<file path="src/rtl/core/mfhp_pkg.sv">
`timescale 1ns / 1ps
`default_nettype none
// ----------------------------------------------------------------------------
// mfhp_pkg
// Shared types and codes for the 802.15.4 MAC frame header parser.
// ----------------------------------------------------------------------------
package mfhp_pkg;

  // Result status codes
  localparam logic [2:0] ST_OK      = 3'd0;
  localparam logic [2:0] ST_SHORT   = 3'd1;
  localparam logic [2:0] ST_RSVD    = 3'd2;
  localparam logic [2:0] ST_BAD_DST = 3'd3;
  localparam logic [2:0] ST_BAD_SRC = 3'd4;
  localparam logic [2:0] ST_OTHER   = 3'd5;
  localparam logic [2:0] ST_TRUNC   = 3'd6;

  // Frame types (frame control bits 2:0)
  localparam logic [2:0] FT_DATA = 3'd1;
  localparam logic [2:0] FT_ACK  = 3'd2;

  // Address modes
  localparam logic [1:0] AM_NONE  = 2'd0;
  localparam logic [1:0] AM_RSVD  = 2'd1;
  localparam logic [1:0] AM_SHORT = 2'd2;
  localparam logic [1:0] AM_LONG  = 2'd3;

  localparam int OUT_DATA_W = 216;
  localparam int OUT_USER_W = 6;

  typedef struct packed {
    logic [7:0] frame_byte;
    logic       frame_end;
  } in_item_t;

  typedef struct packed {
    logic [2:0]  parse_status;
    logic [2:0]  frame_kind;
    logic [7:0]  seq_num;
    logic [15:0] pan_ident;
    logic [15:0] dest_short;
    logic [63:0] dest_long;
    logic [15:0] source_short;
    logic [63:0] source_long;
    logic        is_broadcast;
    logic [6:0]  header_bytes;
    logic [6:0]  payload_bytes;
    logic [15:0] check_word;
  } result_t;

endpackage
`default_nettype wire

</file>
<file path="src/rtl/core/mfhp_in_stage.sv">
`timescale 1ns / 1ps
`default_nettype none
// ----------------------------------------------------------------------------
// mfhp_in_stage
// Input register for one frame byte; refills in the cycle it is consumed.
// ----------------------------------------------------------------------------
module mfhp_in_stage (
  input  wire logic               clk,
  input  wire logic               rst,
  input  wire logic               s_valid,
  output logic                    s_ready,
  input  wire mfhp_pkg::in_item_t s_item,
  input  wire logic               take,
  output logic                    item_valid,
  output mfhp_pkg::in_item_t      item
);
  import mfhp_pkg::*;

  assign s_ready = !item_valid || take;

  always_ff @(posedge clk) begin
    if (rst) begin
      item_valid <= 1'b0;
    end else if (s_valid && s_ready) begin
      item_valid <= 1'b1;
    end else if (take) begin
      item_valid <= 1'b0;
    end
  end

  always_ff @(posedge clk) begin
    if (s_valid && s_ready) begin
      item <= s_item;
    end
  end

endmodule
`default_nettype wire

</file>
<file path="src/rtl/core/mfhp_parse_core.sv">
`timescale 1ns / 1ps
`default_nettype none
// ----------------------------------------------------------------------------
// mfhp_parse_core
// Per-frame header state; folds in one byte per step and forms the result.
// ----------------------------------------------------------------------------
module mfhp_parse_core #(
  parameter int MAX_FRAME_BYTES = 127
) (
  input  wire logic               clk,
  input  wire logic               rst,
  input  wire logic               step,
  input  wire mfhp_pkg::in_item_t item,
  output mfhp_pkg::result_t       res
);
  import mfhp_pkg::*;

  localparam logic [7:0] MAX_POS = 8'(MAX_FRAME_BYTES);

  logic [7:0]  byte_position, byte_position_next;
  logic [15:0] control_word, control_word_next;
  logic [7:0]  seq_reg, seq_reg_next;
  logic [15:0] pan_reg, pan_reg_next;
  logic [15:0] dst_short_reg, dst_short_reg_next;
  logic [63:0] dst_long_reg, dst_long_reg_next;
  logic [15:0] src_short_reg, src_short_reg_next;
  logic [63:0] src_long_reg, src_long_reg_next;
  logic        broadcast_flag, broadcast_flag_next;
  logic [7:0]  header_end, header_end_next;
  logic [15:0] last_two_bytes, last_two_bytes_next;
  logic [2:0]  error_code, error_code_next;

  logic [7:0]  b;
  logic [7:0]  p;
  logic [1:0]  dm, sm, dmw, smw;
  logic [2:0]  kindw;
  logic [7:0]  s0;
  logic [7:0]  dl_off, sl_off;
  logic [7:0]  pay;
  logic        trunc;

  function automatic logic [7:0] dst_len(input logic [1:0] mode, input logic bc);
    logic [7:0] n;
    begin
      case (mode)
        AM_SHORT: n = bc ? 8'd6 : 8'd4;
        AM_LONG:  n = 8'd10;
        default:  n = 8'd0;
      endcase
      return n;
    end
  endfunction

  function automatic logic [7:0] src_len(input logic [1:0] mode);
    logic [7:0] n;
    begin
      case (mode)
        AM_SHORT: n = 8'd2;
        AM_LONG:  n = 8'd8;
        default:  n = 8'd0;
      endcase
      return n;
    end
  endfunction

  always_comb begin
    byte_position_next  = byte_position;
    control_word_next   = control_word;
    seq_reg_next        = seq_reg;
    pan_reg_next        = pan_reg;
    dst_short_reg_next  = dst_short_reg;
    dst_long_reg_next   = dst_long_reg;
    src_short_reg_next  = src_short_reg;
    src_long_reg_next   = src_long_reg;
    broadcast_flag_next = broadcast_flag;
    header_end_next     = header_end;
    last_two_bytes_next = last_two_bytes;
    error_code_next     = error_code;

    b      = item.frame_byte;
    p      = byte_position;
    dm     = control_word[11:10];
    sm     = control_word[15:14];
    kindw  = 3'd0;
    dmw    = 2'd0;
    smw    = 2'd0;
    s0     = 8'd0;
    dl_off = p - 8'd5;
    sl_off = 8'd0;
    pay    = 8'd0;
    trunc  = 1'b0;
    res    = '0;

    if (p < MAX_POS) begin
      last_two_bytes_next = {b, last_two_bytes[15:8]};
      if (p == 8'd0) begin
        control_word_next = {8'h00, b};
      end else if (p == 8'd1) begin
        control_word_next = {b, control_word[7:0]};
        kindw = control_word_next[2:0];
        dmw   = control_word_next[11:10];
        smw   = control_word_next[15:14];
        if (control_word_next[7]) begin
          error_code_next = ST_RSVD;
        end else if (kindw == FT_ACK) begin
          error_code_next = ST_OK;
          header_end_next = 8'd3;
        end else if (kindw != FT_DATA) begin
          error_code_next = ST_OTHER;
        end else if (dmw == AM_RSVD) begin
          error_code_next = ST_BAD_DST;
        end else if (smw == AM_RSVD) begin
          error_code_next = ST_BAD_SRC;
        end else begin
          error_code_next = ST_OK;
          header_end_next = 8'd3 + dst_len(dmw, 1'b0) + src_len(smw);
        end
      end else if (error_code == ST_OK) begin
        if (control_word[2:0] == FT_DATA) begin
          if (p == 8'd2) begin
            seq_reg_next = b;
          end else begin
            // destination PAN always present for short/long destination
            if (dm == AM_SHORT || dm == AM_LONG) begin
              if (p == 8'd3) pan_reg_next = {8'h00, b};
              if (p == 8'd4) pan_reg_next = {b, pan_reg[7:0]};
            end
            if (dm == AM_SHORT) begin
              if (p == 8'd5) dst_short_reg_next = {8'h00, b};
              if (p == 8'd6) begin
                dst_short_reg_next = {b, dst_short_reg[7:0]};
                if (pan_reg == 16'hFFFF && dst_short_reg_next == 16'hFFFF) begin
                  broadcast_flag_next = 1'b1;
                  header_end_next     = header_end + 8'd2;
                end
              end
              // broadcast: following word replaces the PAN
              if (broadcast_flag_next) begin
                if (p == 8'd7) pan_reg_next = {8'h00, b};
                if (p == 8'd8) pan_reg_next = {b, pan_reg[7:0]};
              end
            end
            if (dm == AM_LONG && p >= 8'd5 && p <= 8'd12) begin
              dst_long_reg_next[{dl_off[2:0], 3'b000} +: 8] = b;
            end
            s0     = 8'd3 + dst_len(dm, broadcast_flag_next);
            sl_off = p - s0;
            if (p >= s0) begin
              if (sm == AM_SHORT) begin
                if (p == s0)        src_short_reg_next = {8'h00, b};
                if (p == s0 + 8'd1) src_short_reg_next = {b, src_short_reg[7:0]};
              end
              if (sm == AM_LONG && p <= s0 + 8'd7) begin
                src_long_reg_next[{sl_off[2:0], 3'b000} +: 8] = b;
              end
            end
          end
        end else if (p == 8'd2) begin
          seq_reg_next = b;
        end
      end
      byte_position_next = p + 8'd1;
    end

    // result from the updated state
    if (byte_position_next < 8'd2) begin
      res.parse_status = ST_SHORT;
    end else begin
      if (control_word_next[2:0] == FT_ACK) begin
        trunc = byte_position_next < 8'd3;
      end else begin
        trunc = {1'b0, byte_position_next} < ({1'b0, header_end_next} + 9'd2);
      end
      res.frame_kind = control_word_next[2:0];
      if (error_code_next != ST_OK) begin
        res.parse_status = error_code_next;
      end else if (trunc) begin
        res.parse_status = ST_TRUNC;
      end else begin
        res.parse_status = ST_OK;
        res.seq_num      = seq_reg_next;
        if (control_word_next[2:0] == FT_DATA) begin
          pay = byte_position_next - header_end_next - 8'd2;
          res.pan_ident     = pan_reg_next;
          res.dest_short    = dst_short_reg_next;
          res.dest_long     = broadcast_flag_next ? {64{1'b1}} : dst_long_reg_next;
          res.source_short  = src_short_reg_next;
          res.source_long   = src_long_reg_next;
          res.is_broadcast  = broadcast_flag_next;
          res.header_bytes  = header_end_next[6:0];
          res.payload_bytes = pay[7] ? 7'h7F : pay[6:0];
          res.check_word    = last_two_bytes_next;
        end
      end
    end

    // frame end clears all per-frame state
    if (item.frame_end) begin
      byte_position_next  = '0;
      control_word_next   = '0;
      seq_reg_next        = '0;
      pan_reg_next        = '0;
      dst_short_reg_next  = '0;
      dst_long_reg_next   = '0;
      src_short_reg_next  = '0;
      src_long_reg_next   = '0;
      broadcast_flag_next = 1'b0;
      header_end_next     = '0;
      last_two_bytes_next = '0;
      error_code_next     = ST_OK;
    end
  end

  always_ff @(posedge clk) begin
    if (rst) begin
      byte_position  <= '0;
      control_word   <= '0;
      seq_reg        <= '0;
      pan_reg        <= '0;
      dst_short_reg  <= '0;
      dst_long_reg   <= '0;
      src_short_reg  <= '0;
      src_long_reg   <= '0;
      broadcast_flag <= 1'b0;
      header_end     <= '0;
      last_two_bytes <= '0;
      error_code     <= ST_OK;
    end else if (step) begin
      byte_position  <= byte_position_next;
      control_word   <= control_word_next;
      seq_reg        <= seq_reg_next;
      pan_reg        <= pan_reg_next;
      dst_short_reg  <= dst_short_reg_next;
      dst_long_reg   <= dst_long_reg_next;
      src_short_reg  <= src_short_reg_next;
      src_long_reg   <= src_long_reg_next;
      broadcast_flag <= broadcast_flag_next;
      header_end     <= header_end_next;
      last_two_bytes <= last_two_bytes_next;
      error_code     <= error_code_next;
    end
  end

endmodule
`default_nettype wire

</file>
<file path="src/rtl/core/mfhp_out_stage.sv">
`timescale 1ns / 1ps
`default_nettype none
// ----------------------------------------------------------------------------
// mfhp_out_stage
// Result register; holds one parsed header until the sink takes it.
// ----------------------------------------------------------------------------
module mfhp_out_stage (
  input  wire logic              clk,
  input  wire logic              rst,
  input  wire logic              load,
  input  wire mfhp_pkg::result_t res_in,
  output logic                   free,
  output logic                   m_valid,
  input  wire logic              m_ready,
  output mfhp_pkg::result_t      res_out
);
  import mfhp_pkg::*;

  assign free = !m_valid || m_ready;

  always_ff @(posedge clk) begin
    if (rst) begin
      m_valid <= 1'b0;
    end else if (load) begin
      m_valid <= 1'b1;
    end else if (m_ready) begin
      m_valid <= 1'b0;
    end
  end

  always_ff @(posedge clk) begin
    if (load) begin
      res_out <= res_in;
    end
  end

endmodule
`default_nettype wire

</file>
<file path="src/rtl/core/mac_frame_header_parser.sv">
`timescale 1ns / 1ps
`default_nettype none
// A frame's last byte goes from the input register to the result register when it is empty.
// Throughput: one frame byte per cycle; one result per frame, one per cycle for 1-byte frames,
// if the sink keeps up. The combinational header update between the registers sets this rate.
// Reset (rst, synchronous, active high) empties both registers and clears frame state.
// ----------------------------------------------------------------------------
// mac_frame_header_parser
// Receive-side 802.15.4 MAC header parser: bytes in, one decoded header out.
// ----------------------------------------------------------------------------
module mac_frame_header_parser #(
  parameter int MAX_FRAME_BYTES = 127  // bytes past this count are dropped
) (
  input  wire logic         clk,
  input  wire logic         rst,
  // frame byte stream
  input  wire logic         s_axis_tvalid,
  output logic              s_axis_tready,
  input  wire logic [7:0]   s_axis_tdata,   // frame_byte
  input  wire logic         s_axis_tlast,   // frame_end
  // parsed header stream
  output logic              m_axis_tvalid,
  input  wire logic         m_axis_tready,
  // from bit 0: seq_num[7:0], pan_ident[15:0], dest_short[15:0],
  // dest_long[63:0], source_short[15:0], source_long[63:0], is_broadcast,
  // header_bytes[6:0], payload_bytes[6:0], check_word[15:0], one zero pad bit
  output logic [215:0]      m_axis_tdata,
  // from bit 0: parse_status[2:0], frame_kind[2:0]
  output logic [5:0]        m_axis_tuser
);
  import mfhp_pkg::*;

  in_item_t s_item;
  in_item_t item;
  logic     item_valid;
  logic     take;
  logic     out_free;
  result_t  res_next;
  result_t  res;

  assign s_item.frame_byte = s_axis_tdata;
  assign s_item.frame_end  = s_axis_tlast;

  // A held byte advances unless it ends a frame while the result slot is busy.
  assign take = item_valid && (!item.frame_end || out_free);

  mfhp_in_stage u_in (
    .clk        (clk),
    .rst        (rst),
    .s_valid    (s_axis_tvalid),
    .s_ready    (s_axis_tready),
    .s_item     (s_item),
    .take       (take),
    .item_valid (item_valid),
    .item       (item)
  );

  mfhp_parse_core #(
    .MAX_FRAME_BYTES (MAX_FRAME_BYTES)
  ) u_core (
    .clk  (clk),
    .rst  (rst),
    .step (take),
    .item (item),
    .res  (res_next)
  );

  mfhp_out_stage u_out (
    .clk     (clk),
    .rst     (rst),
    .load    (take && item.frame_end),
    .res_in  (res_next),
    .free    (out_free),
    .m_valid (m_axis_tvalid),
    .m_ready (m_axis_tready),
    .res_out (res)
  );

  // Pack fields low to high.
  assign m_axis_tdata = {1'b0,
                         res.check_word,
                         res.payload_bytes,
                         res.header_bytes,
                         res.is_broadcast,
                         res.source_long,
                         res.source_short,
                         res.dest_long,
                         res.dest_short,
                         res.pan_ident,
                         res.seq_num};

  assign m_axis_tuser = {res.frame_kind, res.parse_status};

endmodule
`default_nettype wire
</file>
<file path="config.mk">
export PLATFORM = sky130hd
export DESIGN_NAME = mac_frame_header_parser
export DESIGN_NICKNAME = d
export VERILOG_FILES = /design/src/rtl/core/mfhp_pkg.sv /design/src/rtl/core/mfhp_in_stage.sv /design/src/rtl/core/mfhp_parse_core.sv /design/src/rtl/core/mfhp_out_stage.sv /design/src/rtl/core/mac_frame_header_parser.sv
export SDC_FILE = /design/constraint.sdc
export NUM_CORES = 1
export LEC_CHECK = 0
export ABC_AREA = 0
export BUFFER_PORTS_ARGS = -buffer_cell sky130_fd_sc_hd__buf_4
export CAP_MARGIN = 20
export CORE_UTILIZATION = 33
export DETAILED_ROUTE_END_ITERATION = 12
export MAX_ROUTING_LAYER = met4
export PLACE_DENSITY = 0.53
export SLEW_MARGIN = 20
export SYNTH_ARGS = -nofsm -noshare
export SYNTH_HDL_FRONTEND = slang
export SYNTH_SLANG_ARGS = --single-unit
</file>
<file path="constraint.sdc">
create_clock -name clk -period 21.2 [get_ports clk]
set_input_delay 1.06 -clock clk [delete_from_list [all_inputs] [get_ports clk]]
set_output_delay 1.06 -clock clk [all_outputs]
set_load 0.005 [all_outputs]
</file>
Yosys cells after proc, flatten, opt, wreduce, memory -nomap -nowiden --
Index checks and enable logic that the tools add are counted.
Operators by class: add/subtract/negate cells 14, $lt $le $gt $ge 8, eq/ne operators 27, shift-type cells 4, mux-type cells 151, bitwise gates (word level) 1, reductions and logical operators 26
Operators by type and width (number):
- $mux 64 | 18
- $mux 16 | 41
- $mux 8 | 45
- $bwmux 64 | 2
- $shift 8x8->64 const A | 2
- $shiftx 8x8->64 | 2
- $mux 3 | 11
- $eq 16x16->1 const B | 2
- $eq 8x3->1 const B | 4
- $mux 1 | 29
- $add 2x8->8 const A | 2
- $add 8x1->8 const B | 2
- $eq 2x2->1 const B | 8
- $eq 8x2->1 const B | 2
- $eq 8x8->1 | 2
- $lt 8x2->1 const B | 2
- $neg 6->8 | 2
- $pmux 4 s2 | 2
- $pmux 8 s2 | 1
- $add 8x2->9 const B | 1
- $lt 8x9->1 | 1
- $add 8x2->8 const B | 1
- $add 8x3->8 const B | 1
- $add 8x8->8 | 1
- other kinds (28) | 47
Storage, ports and cells: bits in registers 468, input bits 13, output and inout bits 224, word-level logic and storage cells 261

Depth between registers and ports, before layout --
Gate-level depths: netlist (run 1).
depth after elaboration 40, gate-level depth with buffers 23, depth with buffers taken out 20

Hierarchy --
Synthesis (run 1) repeated with hierarchy kept, for this count alone.
Second synthesis, totals: cell total of the unflattened synthesis 2157, area total of the unflattened synthesis 21219.1 um2
Modules (own cells, without submodules):
- mfhp_parse_core | instances 1, cells each 1913, area an instance 14181.1 um2, seq. area each 4564.4 um2
- mfhp_out_stage | instances 1, cells each 225, area an instance 6682.7 um2, seq. area each 6656.4 um2
- mfhp_in_stage | instances 1, cells each 14, area an instance 325.3 um2, seq. area each 290.3 um2
- mac_frame_header_parser | instances 1, cells each 5, area an instance 30.0 um2, seq. area each 0.0 um2

Least setup slack after synthesis (run 1) --
No wires, ideal clock.
path type input to register, start point input m_axis_tready, end point register u_core.last_two_bytes[7], setup time 0.128 ns, arrival time 11.750 ns, data required time 21.072 ns, setup slack 9.322 ns, cell stages on the path 8, buffers on the path 1, cell sequence nor2b_1 > nand2_1 > nand2_1 > nor2_1 > nor2_1 > clkbuf_1 > a22oi_1 > nor2_1
Between the ends: word-level cells in the longest chain between the ends 3
RTL lines:
- start, declared | line mac_frame_header_parser.sv:23 | input wire logic m_axis_tready,
- $logic_or 1x1->1 | line mfhp_out_stage.sv:19 | assign free = !m_valid || m_ready;
- $logic_or 1x1->1 | line mac_frame_header_parser.sv:45 | assign take = item_valid && (!item.frame_end || out_free);
- $logic_and 1x1->1 | line mac_frame_header_parser.sv:45
- end signal, assigned | line mfhp_parse_core.sv:239 | last_two_bytes <= last_two_bytes_next;
- end, declared | line mfhp_parse_core.sv:30 | logic [15:0] last_two_bytes, last_two_bytes_next;
No other way between the ends. A chain may end at the register's enable or synchronous reset.

Worst setup path in the final report (run 1) --
start point register u_core.byte_position[0], end point register u_out.res_out[109] (netlist bit), data pin
Between the ends: word-level cells in the longest chain between the ends 36, elaborated cells on any way between the ends 69, classes of those cells add/sub (4); order compare (5); eq/ne (7); mux (49); bitwise (1); reduce/logical (3)
RTL lines:
- start, declared | line mfhp_parse_core.sv:20 | logic [7:0] byte_position, byte_position_next;
- start signal, assigned | line mfhp_parse_core.sv:229 | byte_position <= byte_position_next;
- $eq 8x3->1 | line mfhp_parse_core.sv:130 | if (p == 8'd6) begin
- $mux 1 | line mfhp_parse_core.sv:130
- $mux 1 | line mfhp_parse_core.sv:128 | if (dm == AM_SHORT) begin
- $mux 1 | line mfhp_parse_core.sv:120 | if (p == 8'd2) begin
- $mux 1 | line mfhp_parse_core.sv:119 | if (control_word[2:0] == FT_DATA) begin
- $mux 1 | line mfhp_parse_core.sv:118 | end else if (error_code == ST_OK) begin
- $mux 1 | line mfhp_parse_core.sv:98 | end else if (p == 8'd1) begin
- $mux 1 | line mfhp_parse_core.sv:96 | if (p == 8'd0) begin
- [20 not listed]
- $mux 16 | line mfhp_parse_core.sv:149 | if (sm == AM_SHORT) begin
- $mux 16 | line mfhp_parse_core.sv:148 | if (p >= s0) begin
- $mux 16 | line mfhp_parse_core.sv:120
- $mux 16 | line mfhp_parse_core.sv:119
- $mux 16 | line mfhp_parse_core.sv:118
- $mux 16 | line mfhp_parse_core.sv:98
- $mux 16 | line mfhp_parse_core.sv:96
- $mux 16 | line mfhp_parse_core.sv:94 | if (p < MAX_POS) begin
- end signal, assigned | line mfhp_out_stage.sv:33 | res_out <= res_in;
- end, declared | line mfhp_out_stage.sv:15 | output mfhp_pkg::result_t res_out
Several ways; a longest one is shown, not always the timed one. The select of a mux whose other input is x is not followed.

==> results of run 1 <==
cell families (layout without fill, tap and decap cells):
| logic type | count (synthesis) | after routing |
|---|---|---|
| simple gates | 733 | 733 |
| compound gates | 536 | 536 |
| flops | 460 | 460 |
| buf+inv | 224 | 427 |
| mux | 130 | 130 |
| fa+ha+maj | 55 | 55 |
| xor+xnor | 23 | 23 |
| other cells | 1 | 1 |
worst min-delay path, stage by stage, from the launching register on:
cell	delay, ns
dfxtp_1	0.30
o21ai_0	0.06
a21oi_1	0.06
cells in the final DEF, fill, tap and decap left out, types with 22 or more instances in the layout:
cell | netlist | routed
mux2i_1 | 130 | 130
nor2_1 | 319 | 316
a32oi_1 | 37 | 37
nor3_1 | 30 | 29
inv_1 | 46 | 46
a22oi_1 | 127 | 127
edfxtp_1 | 230 | 230
buf_4 | 2 | 271
nand3_1 | 103 | 103
a21oi_2 | 30 | 30
a21oi_1 | 154 | 153
ha_1 | 52 | 52
dfxtp_1 | 230 | 230
o21ai_0 | 89 | 89
clkbuf_16 | 0 | 53
and2_1 | 49 | 49
nand2_1 | 114 | 113
nor2b_1 | 23 | 22
through the flow:
step                      setup WS, ns  power, uW  std cells  instance area, sq um  hold WS, ns
after floorplan                   9.32       1020       2162                 21800        0.444
after global placement           14.79       1070       3115                 24200        0.455
after detailed placement         14.53       1070       3116                 24200        0.463
after CTS                        14.52       2000       3213                 26000        0.472
after global routing             14.22       2040       3220                 26100        0.488
final                            14.65       1980       3220                 26100        0.472
power breakdown:
group	total [uW]	internal (uW)	switching [uW]
clock	923	541	382
sequential	950	943	7.35
combinational	103	28.5	74.4
layer usage:
layer,GRT usage,up-vias,part of all wire
met3,0.0271,116,0.058
met4,0.0620,0,0.025
li1,-,8186,-
met1,0.280,8695,0.45
met5,-,-,0
met2,0.316,589,0.47
how the worst max path moves through the flow:
stage,start,to,slack [ns],cells after the start
global placement,u_core.byte_position[0]$_SDFFE_PP0P_,u_out.res_out[176]$_SDFFCE_PP0P_,14.79,18
finish,u_core.byte_position[0]$_SDFFE_PP0P_,u_out.res_out[109]$_SDFFCE_PP0P_,14.65,16
detailed placement,u_core.byte_position[0]$_SDFFE_PP0P_,u_out.res_out[176]$_SDFFCE_PP0P_,14.53,18
CTS,u_core.byte_position[0]$_SDFFE_PP0P_,u_out.res_out[176]$_SDFFCE_PP0P_,14.52,18
global route,u_core.byte_position[0]$_SDFFE_PP0P_,u_out.res_out[109]$_SDFFCE_PP0P_,14.22,16
floorplan,m_axis_tready,u_core.last_two_bytes[7]$_SDFFE_PP0P_,9.32,8
layout make-up:
| cell class | instances | area (sq um) |
|---|---|---|
| clock buffers | 61 | 1390 |
| clock inverters | 36 | 353 |
| fillers | 6286 | 38700 |
| well taps | 855 | 1070 |
| inverters | 47 | 176 |
| flip-flops and latches | 460 | 11500 |
| repair buffers | 283 | 2180 |
| multi-input cells | 1478 | 9410 |
==> flow_summary_export.csv, run 1 <==
group,metric,value,unit
synthesis,async_flop_share,0,
placement,gp_congestion,0.860,
clock_network,cts_buffer_depth,3,
die,rows,93,
synthesis,synth_top_family_by_area,"compound AO/OA/AOI/OAI gates",
route,drtAntennaViolNets,0,
layout,diodes,0,
synthesis,synth-main-ff-cell,"edfxtp_1",
synthesis,synth.area.mux_share,0.0598,
placement,hpwl,43400,um
pwr,p_leak,0.00842,uW
die,die-height,259,um
clock_network,tritoncts,"done",
timing,hold_viol,0,
layout,drive_above_1_share,0.185,
worst_setup_path,crit_required,21.49,ns
worst_hold_path,holdPathEnd,"u_core.src_long_reg[13]$_SDFFE_PP0P_",
synthesis,synth-simple-area-share,0.161,
route,avgViaCountPerCell,5.46,
synthesis,yosys_register_bits,460,
worst_setup_path,reg2reg_depth,16,
synthesis,ys_warn_count,0,
synthesis,syn_nets,2230,
die,floorplan.core_area,64800,sq um
timing,final-setup-viol-count,0,
worst_setup_path,crit_family,"simple AND/OR/NAND/NOR gates",
worst_setup_path,timing.rr.end,"u_out.res_out[109]$_SDFFCE_PP0P_",
route,wire_per_inst,21.4,um
clock_network,cts.sinks,460,
timing,period_needed,6.55,ns
placement,port_buffers,235,
layout,largest_reg_flops,221,
die,dieArea,67000,sq um
die,initial_core_util,0.336,
global_routing,gr-total-overflow,0,
timing,worst_pin_slew,1.14,ns
worst_hold_path,worstHoldPathCells,2,
layout,fin_util,0.402,
timing,period_share,0.309,
status,outcome,"finished, final reports clean",
synthesis,synth.avg_cell_area,10.1,sq um
synthesis,synthMostInstantiatedCell,"nor2_1",
pwr,p_per_area,75.8,nW/um^2
worst_setup_path,critical-path-slowest-cell,"buf_4",
global_routing,grt_usage,0.205,
clock_network,clkTransAtPathRegs,0.06,ns
global_routing,grt_pass1_vias,16584,
synthesis,synth_common_cells,"319 x nor2_1, 230 x dfxtp_1, 230 x edfxtp_1",
timing,setup_tns,0,ns
route,drtIter0Drc,1574,
worst_setup_path,critPathCaptureType,"register",
worst_hold_path,hold_path.class,"register to register",
job,drv_cap,0,
clock_network,cts_resized,0,
clock_network,cts_setup_buffers,0,
timing,slew_headroom,0.236,
synthesis,synth_enable_flop_cells,230,
clock_network,cts_root_buf,"clkbuf_16",
worst_setup_path,r2r_slack,14.65,ns
timing,fin_skew,0.0280,ns
global_routing,grt_antenna_before_repair,0,
clock_network,cts-hold-fix-buffers,0,
synthesis,synthXorXnorAreaFrac,0.00925,
synthesis,synth_cell_type_count,78,
timing,grt_setup_unrepaired,"false",
global_routing,grt_pass1_wl,103000,um
worst_setup_path,cpPeakStageDelay,0.77,ns
layout,finish.net_count,2390,
worst_setup_path,worstSetupStartpointType,"register",
layout,syn_to_final_growth,19.8,%
clock_network,numCtsBuffers,52,
route,routed_wl,68800,um
synthesis,synth.yosys.seq_area_share,0.529,
pwr,ir_worst_vdd,0.0496,mV
worst_setup_path,reg2reg_from,"u_core.byte_position[0]$_SDFFE_PP0P_",
worst_setup_path,crit_type,"register to register",
worst_setup_path,arrival,6.85,ns
global_routing,grt_max_degree,140,
clock_network,h-tree-depth,2,
timing,slew_violations,0,
synthesis,netlist.area_leader.share,0.317,
timing,fmax,153,MHz
route,routed-via-count,17586,
route,drc,0,
die,fp.dieW,259,um
synthesis,synthTopCellsByArea,"edfxtp_1 32%, dfxtp_1 21%, mux2i_1 6.0%",
die,io_pins,237,
synthesis,synth_compound_area_frac,0.163,
synthesis,synth_cells,2162,
route,drt_pass1_iterations,5,
synthesis,synth_area,21800,sq um
worst_hold_path,hp-start,"u_core.src_long_reg[13]$_SDFFE_PP0P_",
worst_setup_path,crit_chain,"inv_1 > ha_1 > nand4_1 > nor4_1 > and3_1 > nand3_1 > o31ai_1 > nand3_1 > xnor2_1 > ha_1 > o21a_1 > o31ai_1 > and2_1 > a211o_4 > buf_4 > nor3_1",
clock_network,clk_latency,0.61,ns
synthesis,synthAdderAreaFrac,0.0326,
worst_setup_path,cp_num_buf_inv,2,
worst_setup_path,critPathMaxFanout,60,
synthesis,yosysTopAreaCell,"edfxtp_1",
No activity file was read; power rests on OpenSTA's default activity.
==> run 2: changes to the inputs <==
Settings changed: PLACE_DENSITY 0.53 to 0.55.
Clock period 21.2 ns to 5.89 ns, I/O delays scaled along.
==> run 2 against run 1 <==
Clock power grew to 3.4 times the previous value. First-iteration DRC count grew 11%. Sequential share of layout area down 0.21 points.
==> flow_summary_export.csv, run 2 (same netlist as run 1, synthesis figures left out) <==
group,metric,value,unit
layout,largest_reg_flops,221,
die,rows,93,
global_routing,grt_antenna_before_repair,0,
worst_setup_path,critPathMaxFanout,11,
route,wire_per_inst,21.3,um
timing,slew_violations,0,
timing,setup_tns,0,ns
layout,diodes,0,
layout,finish.net_count,2417,
worst_setup_path,worstSetupStartpointType,"register",
global_routing,gr-total-overflow,0,
layout,design_area,26200,sq um
worst_setup_path,crit_top_cell,"ha_1",
timing,fin_hold_ws,0.0403,ns
pwr,ir_worst_vdd,0.206,mV
pwr,p_per_area,266,nW/um^2
clock_network,numCtsBuffers,51,
placement,place_area,24500,sq um
die,die-height,259,um
clock_network,cts_setup_buffers,0,
layout,mostFrequentLayoutCell,"nor2_1",
pwr,p_leak,0.00848,uW
worst_hold_path,hold_path.class,"input port to register",
worst_setup_path,crit_chain,"or4_1 > nor4_4 > a31oi_1 > a21o_1 > inv_1 > ha_1 > xnor2_1 > ha_1 > inv_1 > ha_1 > o21a_1 > o21a_1 > o22a_1 > nor4_4 > buf_4 > nand3_1 > a21oi_1",
layout,fillers,6264,
clock_network,cts_root_buf,"clkbuf_16",
worst_setup_path,cpPeakStageDelay,0.86,ns
worst_setup_path,crit_type,"register to register",
worst_setup_path,crit_required,6.42,ns
clock_network,cts-hold-fix-buffers,10,
route,routed-via-count,17623,
layout,drive_above_1_share,0.186,
timing,period_share,0.909,
route,avgViaCountPerCell,5.43,
clock_network,h-tree-depth,2,
clock_network,cts.sinks,460,
timing,period_needed,5.36,ns
global_routing,grt_pass1_vias,17016,
route,drtIter0Drc,1755,
timing,final-setup-viol-count,0,
layout,syn_to_final_growth,20.4,%
die,io_pins,237,
clock_network,cts_resized,0,
layout,final_cell_mix,"316 x nor2_1, 296 x buf_4, 230 x dfxtp_1, 230 x edfxtp_1, 153 x a21oi_1",
clock_network,tritoncts,"done",
clock_network,clk_latency,0.62,ns
global_routing,grt_usage,0.208,
die,dieArea,67000,sq um
timing,fmax,187,MHz
route,drc,0,
route,routed_wl,69100,um
die,fp.dieW,259,um
layout,stdcell_count,3247,
die,initial_core_util,0.336,
global_routing,grt_max_degree,119,
route,drtAntennaViolNets,0,
worst_setup_path,critPathCaptureType,"register",
placement,placed_cells,3141,
timing,slew_headroom,0.197,
layout,fin_util,0.404,
clock_network,cts_buffer_depth,3,
timing,grt_setup_unrepaired,"false",
status,outcome,"finished, final reports clean",
route,drt_pass1_iterations,6,
worst_setup_path,arrival,5.89,ns
die,floorplan.core_area,64800,sq um
worst_setup_path,critical-path-slowest-cell,"nor4_4",
placement,gp_congestion,0.899,
timing,hold_viol,0,
job,drv_cap,0,
timing,worst_pin_slew,1.20,ns
timing,fin_skew,0.0284,ns
global_routing,grt_pass1_wl,104000,um
placement,port_buffers,235,
placement,hpwl,45100,um
clock_network,clkTransAtPathRegs,0.06,ns
-- run 2: cell types whose count changed in the layout (fill, tap and decap cells not counted), moves of 2 or more --
cell / delta
buf_12: +4
buf_4: +25
buf_6: -5
bufinv_16: -3
clkbuf_1: +12
clkbuf_16: -2
clkbuf_8: -5
clkinv_1: -3
clkinv_2: -6
clkinvlp_2: -2
dlygate4sd3_1: +10
-- run 2: metrics by stage --
stage	power, uW	worst slack, ns
final	6970	0.534
after global routing	7170	0.177
after CTS	7030	0.556
after detailed placement	3860	0.583
after global placement	3860	0.705
after floorplan	3670	0.465
-- run 2: routing by layer --
metal,global-route usage,up-vias,share of wire
met5,-,-,0
met4,0.0664,0,0.029
met3,0.0309,133,0.064
met2,0.326,637,0.46
met1,0.274,8606,0.44
li1,-,8247,-
-- run 2: worst paths after layout --
kind,startpoint,slack [ns],to,depth (start not counted)
worst max-delay path,u_core.byte_position[7]$_SDFFE_PP0P_,0.53,u_core.src_long_reg[29]$_SDFFE_PP0P_,17
worst min-delay path,m_axis_tready,0.04,u_out.m_valid$_SDFFE_PP0P_,4
worst max register to register,u_core.byte_position[7]$_SDFFE_PP0P_,0.53,u_core.src_long_reg[29]$_SDFFE_PP0P_,17
worst min register to register,u_core.src_long_reg[13]$_SDFFE_PP0P_,0.47,u_core.src_long_reg[13]$_SDFFE_PP0P_,2
-- run 2: cell type report --
class,count,area (sq um),share of cell area
multi-input cells,1478,9410,0.359
clock inverters,25,254,0.00969
flip-flops and latches,460,11500,0.439
repair buffers,311,2410,0.0921
well taps,855,1070,0.0408
clock buffers,71,1380,0.0527
inverters,47,176,0.00673
-- run 2: worst max-delay path, delay by kind of cell, from the launching register on --
| family | cells | cell delay [ns] |
|---|---|---|
| simple gates | 4 | 2.20 |
| compound gates | 6 | 1.35 |
| fa+ha+maj | 3 | 0.69 |
| buf+inv | 3 | 0.42 |
| flops | 1 | 0.41 |
| xor+xnor | 1 | 0.20 |
-- run 2: power by group --
group          total [uW]  leakage, uW  internal (uW)  switching (uW)
clock network        3160     0.000780           1780            1380
logic                 381      0.00374            111             269
registers            3420      0.00396           3390            29.0
total                6970      0.00848           5290            1680
